==> src/kts_pkg.sv <==
// Shared types and codes of the triple scorer.
// No dependencies; used by controller, datapath, top level and checker.
package kts_pkg;

    localparam logic [1:0] OP_ENT   = 2'd0;
    localparam logic [1:0] OP_REL   = 2'd1;
    localparam logic [1:0] OP_QUAT  = 2'd2;
    localparam logic [1:0] OP_SCORE = 2'd3;

    localparam logic [1:0] REG_DIM  = 2'd0;
    localparam logic [1:0] REG_MODE = 2'd1;

    localparam logic [1:0] MODE_TRANS  = 2'd0;
    localparam logic [1:0] MODE_QUAT   = 2'd1;
    localparam logic [1:0] MODE_HYBRID = 2'd2;
    localparam logic [1:0] MODE_UNUSED = 2'd3;

    localparam logic [1:0] RD_HEAD = 2'd0;
    localparam logic [1:0] RD_REL  = 2'd1;
    localparam logic [1:0] RD_TAIL = 2'd2;

    localparam logic [15:0] SCORE_MAX = 16'hFFFF;
    localparam logic [6:0]  DIM_RESET = 7'd64;

    typedef struct packed {
        logic       ready;
        logic       load;
        logic [1:0] rd_sel;
        logic       cap_h;
        logic       cap_r;
        logic       cap_t;
        logic       mul;
        logic       sum;
        logic       sqr;
        logic       root_go;
        logic       root_q;
        logic       save_t;
        logic       save_q;
        logic       out_load;
    } kts_cmd_t;

    typedef struct packed {
        logic bad;
        logic last_comp;
        logic last_dim;
        logic root_done;
        logic out_busy;
    } kts_stat_t;

endpackage

==> src/kts_ctrl.sv <==
// Sequencer of the triple scorer: reads, products, accumulation, root, output.
// Depends on kts_pkg.
module kts_ctrl (
    input  logic                clk,
    input  logic                rst_n,
    input  logic                s_tvalid,
    input  logic [1:0]          s_tuser,
    input  kts_pkg::kts_stat_t  stat,
    output kts_pkg::kts_cmd_t   cmd
);

    import kts_pkg::*;

    typedef enum logic [13:0] {
        S_IDLE   = 14'b00000000000001,
        S_CHECK  = 14'b00000000000010,
        S_RD_H   = 14'b00000000000100,
        S_RD_R   = 14'b00000000001000,
        S_RD_T   = 14'b00000000010000,
        S_CAP    = 14'b00000000100000,
        S_MUL    = 14'b00000001000000,
        S_SUM    = 14'b00000010000000,
        S_SQR    = 14'b00000100000000,
        S_ROOT_T = 14'b00001000000000,
        S_WAIT_T = 14'b00010000000000,
        S_ROOT_Q = 14'b00100000000000,
        S_WAIT_Q = 14'b01000000000000,
        S_FIN    = 14'b10000000000000
    } state_t;

    state_t state_reg, state_next;

    always_comb
    begin
        state_next = state_reg;
        cmd        = '0;
        cmd.rd_sel = RD_HEAD;
        case (state_reg)
            S_IDLE:
            begin
                cmd.ready = 1'b1;
                if (s_tvalid && s_tuser == OP_SCORE)
                begin
                    cmd.load   = 1'b1;
                    state_next = S_CHECK;
                end
            end
            S_CHECK:
            begin
                state_next = stat.bad ? S_FIN : S_RD_H;
            end
            S_RD_H:
            begin
                cmd.rd_sel = RD_HEAD;
                state_next = S_RD_R;
            end
            S_RD_R:
            begin
                cmd.rd_sel = RD_REL;
                cmd.cap_h  = 1'b1;
                state_next = S_RD_T;
            end
            S_RD_T:
            begin
                cmd.rd_sel = RD_TAIL;
                cmd.cap_r  = 1'b1;
                state_next = S_CAP;
            end
            S_CAP:
            begin
                cmd.cap_t  = 1'b1;
                state_next = S_MUL;
            end
            S_MUL:
            begin
                cmd.mul    = 1'b1;
                state_next = S_SUM;
            end
            S_SUM:
            begin
                cmd.sum    = 1'b1;
                state_next = S_SQR;
            end
            S_SQR:
            begin
                cmd.sqr = 1'b1;
                if (!stat.last_comp)
                begin
                    state_next = S_MUL;
                end
                else if (stat.last_dim)
                begin
                    state_next = S_ROOT_T;
                end
                else
                begin
                    state_next = S_RD_H;
                end
            end
            S_ROOT_T:
            begin
                cmd.root_go = 1'b1;
                state_next  = S_WAIT_T;
            end
            S_WAIT_T:
            begin
                if (stat.root_done)
                begin
                    cmd.save_t = 1'b1;
                    state_next = S_ROOT_Q;
                end
            end
            S_ROOT_Q:
            begin
                cmd.root_go = 1'b1;
                cmd.root_q  = 1'b1;
                state_next  = S_WAIT_Q;
            end
            S_WAIT_Q:
            begin
                cmd.root_q = 1'b1;
                if (stat.root_done)
                begin
                    cmd.save_q = 1'b1;
                    state_next = S_FIN;
                end
            end
            S_FIN:
            begin
                // hold the result until the output register frees up
                if (!stat.out_busy)
                begin
                    cmd.out_load = 1'b1;
                    state_next   = S_IDLE;
                end
            end
            default:
            begin
                state_next = S_IDLE;
            end
        endcase
    end

    always_ff @(posedge clk or negedge rst_n)
    begin
        if (!rst_n)
        begin
            state_reg <= S_IDLE;
        end
        else
        begin
            state_reg <= state_next;
        end
    end

endmodule

==> config.mk <==
export PLATFORM = sky130hd
export DESIGN_NAME = kts_ctrl
export DESIGN_NICKNAME = d
export VERILOG_FILES = /design/src/kts_pkg.sv /design/src/kts_ctrl.sv
export SDC_FILE = /design/constraint.sdc
export NUM_CORES = 1
export LEC_CHECK = 0
export BUFFER_PORTS_ARGS = -buffer_cell sky130_fd_sc_hd__clkbuf_2
export CAP_MARGIN = 20
export CELL_PAD_IN_SITES_DETAIL_PLACEMENT = 2
export CELL_PAD_IN_SITES_GLOBAL_PLACEMENT = 2
export CORE_MARGIN = 5
export CORE_UTILIZATION = 31
export CTS_BUF_LIST = sky130_fd_sc_hd__clkbuf_16
export DETAILED_ROUTE_END_ITERATION = 8
export HOLD_SLACK_MARGIN = 0.08
export PLACE_DENSITY_LB_ADDON = 0.1
export RECOVER_POWER = 50
export SETUP_SLACK_MARGIN = 0.05
export SLEW_MARGIN = 20
export SYNTH_ARGS = -nofsm -noshare
export SYNTH_HDL_FRONTEND = slang
export SYNTH_SLANG_ARGS = --single-unit
==> constraint.sdc <==
create_clock -name clk -period 1.98 [get_ports clk]
set_input_delay 0.297 -clock clk [delete_from_list [all_inputs] [get_ports clk]]
set_output_delay 0.297 -clock clk [all_outputs]
set_load 0.01 [all_outputs]
---- After elaboration in Yosys (flattened, before gate mapping) ----
Cells that the tools add are included.
cells by class
  eq/ne operators ......................... 19
  multiplexer cells ....................... 24
  reduce and logical (&&, ||, !) cells .... 4
operators by type and width
  operator              number
  $pmux 14 s14          1
  $mux 14               6
  $eq 14x1->1 const B   1
  $eq 14x10->1 const B  1
  $eq 14x11->1 const B  1
  $eq 14x12->1 const B  1
  $eq 14x13->1 const B  1
  $eq 14x14->1 const B  1
  $eq 14x2->1 const B   1
  $eq 14x3->1 const B   1
  $eq 14x4->1 const B   1
  $eq 14x5->1 const B   1
  $eq 14x6->1 const B   1
  $eq 14x7->1 const B   1
  $eq 14x8->1 const B   1
  $eq 14x9->1 const B   1
  $mux 1                14
  $mux 10               1
  $ne 2x2->1 const B    4
  $pmux 2 s2            1
  $reduce_and 4->1      1
  $reduce_or 2->1       2
  $eq 2x2->1 const B    1
  $mux 2                1
  $logic_and 1x1->1     1
storage, ports and cells
  register bits after elaboration ......... 14
  input bits .............................. 10

---- Logic depth before layout (Yosys ltp) ----
  depth in word-level cells ............... 4
  depth in mapped cells ................... 6
  gate-level depth less buffers ........... 4

---- Worst setup path after synthesis ----
Ideal clock, no wire load.
  path type ............................... register -> output
  from .................................... register state_reg[7]
  to ...................................... output cmd[2] (netlist name)
  arrival ................................. 1508 ps
  setup slack ............................. 175 ps
  cell stages (with the launch flop) ...... 5
  path buffers ............................ 1
  cells stage by stage .................... dfrtp_1 -> clkbuf_1 -> nor4_4 -> nand3_1 -> nor4_1
RTL lines
  what                    RTL line         source
  from (decl)             kts_ctrl.sv:31   state_t state_reg, state_next;
  from (signal assigned)  kts_ctrl.sv:152  state_reg <= state_next;
  to (decl)               kts_ctrl.sv:9    output kts_pkg::kts_cmd_t cmd

==> results.py <==
metrics = {
    "route": {
        "firstDrtPassIters": 4,
        "routed_wl_um": 4430,
        "drc": 0,
        "drt_iter0_markers": 33,
        "viasPerCell": 5.36,
        "vias": 1120,
        "drtAntennaViolNets": 0,
        "wl_per_cell_um": 21.2,
    },
    "die": {
        "num_rows": 21,
        "core_um2": 3280,
        "ioPinCount": 25,
        "die_x_um": 67.9,
        "dieArea_um2": 4610,
        "die_h_um": 67.9,
        "start_util_pct": 31.6,
    },
    "cts": {
        "insertion_delay_ns": 0.25,
        "clockRootBuffer": "clkbuf_16",
        "clockBufferDepth": 2,
        "cts_buffers": 3,
        "cts.sinks": 14,
        "htree_num_levels": 1,
        "cts_tree": "yes",
        "path_clk_slew_ns": 0.05,
    },
    "timing": {
        "rsz0062_at_grt": "true",
        "hold_slack_ns": 0.327,
        "slew_violations": 0,
        "clock_skew_ns": 0.00272,
        "slew_headroom_pct": 40.0,
        "fin_crit_ns": 2.12,
        "setup_ws_ns": -0.144,
        "setup_viol": 10,
        "fmax_mhz": 471,
        "fin_crit_sh_pct": 107,
        "finalHoldViolCount": 0,
        "worstMarginPinSlew_ns": 0.900,
    },
    "setup_path": {
        "r2r_end": "state_reg[0]$_DFFE_PN1P_",
        "slowest_delay_ns": 0.60,
        "critPathLaunch": "state_reg[12]$_DFFE_PN0P_",
        "crit_family": "simple AND/OR/NAND/NOR gates",
        "r2r_slack_ns": 0.13,
        "ff2ff_path_depth": 7,
        "cp.depth": 5,
        "cp_num_buf_inv": 2,
        "r2r-start": "state_reg[0]$_DFFE_PN1P_",
        "cp-start-kind": "flip-flop",
        "endpoint": "cmd[4]",
        "worstPathMaxFanout": 11,
        "crit_required_ns": 1.68,
        "slowest_stage": "nor4_1",
        "crit_arrival_ns": 1.83,
        "cp-end-kind": "output pin",
        "worstSetupPathType": "flip-flop to output pin",
        "worstPathCellList": "buf_4, nor4_1, nand2_4, a21oi_2, buf_2",
    },
    "layout": {
        "utilization_pct": 49.4,
        "drive_above_1_share_pct": 51.5,
        "num-nets-final": 174,
        "area_growth_syn_to_layout_pct": 56.3,
        "largest_register_ffs": 14,
        "insertedDiodeCount": 0,
    },
    "logic_synthesis": {
        "synthCells": 109,
        "synth_top_cell_by_area": "dfrtp_1",
        "avgSynthCellArea_um2": 9.53,
        "synth_edf_count": 0,
        "async_flop_share_pct": 100,
        "syn_nets": 119,
        "synth_common_cells": "dfrtp_1 (13), nor2_1 (8), nor2b_1 (6)",
        "synth.area.top_cells": "dfrtp_1 (31%), and4b_1 (4.8%), and4_1 (4.2%)",
        "ys_ff_latch": 14,
        "ys_seq_area_share_pct": 33.9,
        "yosysWarnings": 0,
        "synth_top_area_share_pct": 31.3,
        "synth_area_um2": 1040,
        "synth-main-ff-cell": "dfrtp_1",
        "synth_cell_types": 43,
        "yosysMostFrequentCell": "dfrtp_1",
    },
    "placement": {
        "pre_cts_slack_ns": 0.0398,
        "portBuffers": 24,
        "dpl.hpwl_um": 2620,
        "gp_congestion": 0.730,
    },
    "status": {
        "status": "complete, but fails checks",
        "violations": "negative setup slack",
    },
    "grt": {
        "grt_pass1_wl_um": 6070,
        "grt_pass1_vias": 1194,
        "antenna_found_initial": 0,
        "grt_max_degree": 15,
        "overflow": 0,
        "grt_usage_pct": 18.0,
    },
    "min_path": {
        "worstHoldPathType": "input port to flip-flop",
    },
    "power": {
        "power.leakage_nw": 0.784,
        "ir_drop_v": 0.000405,
        "p_per_area_nw_per_um2": 737,
        "power_w": 0.00120,
    },
    "flow_run": {
        "drv_cap": 0,
    },
}
worst min path at each step:
| stage | from | to | cells after the start |
|---|---|---|---|
| after detailed placement | rst_n | state_reg[1]$_DFFE_PN0P_ | 1 |
| after floorplan | rst_n | state_reg[10]$_DFFE_PN0P_ | 0 |
| after global routing | s_tuser[1] | state_reg[1]$_DFFE_PN0P_ | 2 |
| after global placement | rst_n | state_reg[1]$_DFFE_PN0P_ | 1 |
| final | stat[2] | state_reg[9]$_DFFE_PN0P_ | 2 |
| after CTS | stat[2] | state_reg[9]$_DFFE_PN0P_ | 2 |
worst reg2reg max path, stage by stage, from the launching register on:
cell     delay (ns)
dfstp_2        0.62
nor4_4         0.07
buf_4          0.17
nand3_4        0.11
buf_4          0.12
buf_4          0.12
nor2_1         0.05
o41ai_1        0.46
layout make-up:
class	instances	area, um2
clock inverters	1	3.75
multi-input cells	83	709
flip-flops and latches	14	357
fillers	355	1660
inverters	4	15.0
well taps	46	57.6
repair buffers	58	405
clock buffers	3	75.1
through the flow:
stage,cell area [um2],std cells,TNS [ns]
floorplan,1040,109,0
global route,1620,209,-1.55
CTS,1460,199,-0.316
finish,1620,209,-0.640
detailed placement,1260,184,0
global placement,1260,184,0
logic make-up after synthesis:
| kind of cell | Yosys count | synth area share [%] |
|---|---|---|
| buffers and inverters | 12 | 6.39 |
| AND/OR/NAND/NOR | 62 | 41.9 |
| AO/OA/AOI/OAI | 15 | 12.7 |
| flip-flops | 14 | 33.9 |
| XOR/XNOR | 5 | 4.22 |
| multiplexers | 1 | 0.964 |
cells in the final DEF (no fill, tap or decap), types with 3 or more instances in the layout:
| cell | instances |
|---|---|
| dfrtp_2 | 4 |
| nor4_4 | 3 |
| nor2_1 | 8 |
| nand2_1 | 3 |
| nor3_1 | 3 |
| clkbuf_16 | 3 |
| and4_1 | 5 |
| inv_1 | 4 |
| and4b_1 | 5 |
| xor2_1 | 4 |
| buf_2 | 10 |
| dfrtp_1 | 9 |
| and3_4 | 4 |
| buf_4 | 32 |
| nor4_1 | 3 |
| nor2b_1 | 6 |
| buf_6 | 5 |
| clkbuf_2 | 9 |
per-layer routing:
layer | wire length [um] | vias to the layer above | track usage [%]
li1 | - | 525 | -
met1 | 1740 | 561 | 20.8
met2 | 2420 | 25 | 33.7
met3 | 136 | 9 | 3.28
met4 | 123 | 0 | 4.96
met5 | 0 | - | 0
what timing repair did:
action	CTS	global route
resized for setup	8	32
setup buffers	10	11
pin swaps	9	12
hold buffers	1	0
setup endpoints to repair	15	15
hold endpoints to repair	13	0
power by group:
part	switching, W	total (W)	internal (W)
sequential	0.0000295	0.000336	0.000306
clock	0.000134	0.000402	0.000268
combinational	0.000217	0.000459	0.000242
total	0.000380	0.00120	0.000817
(Power assumes the default switching activity.)
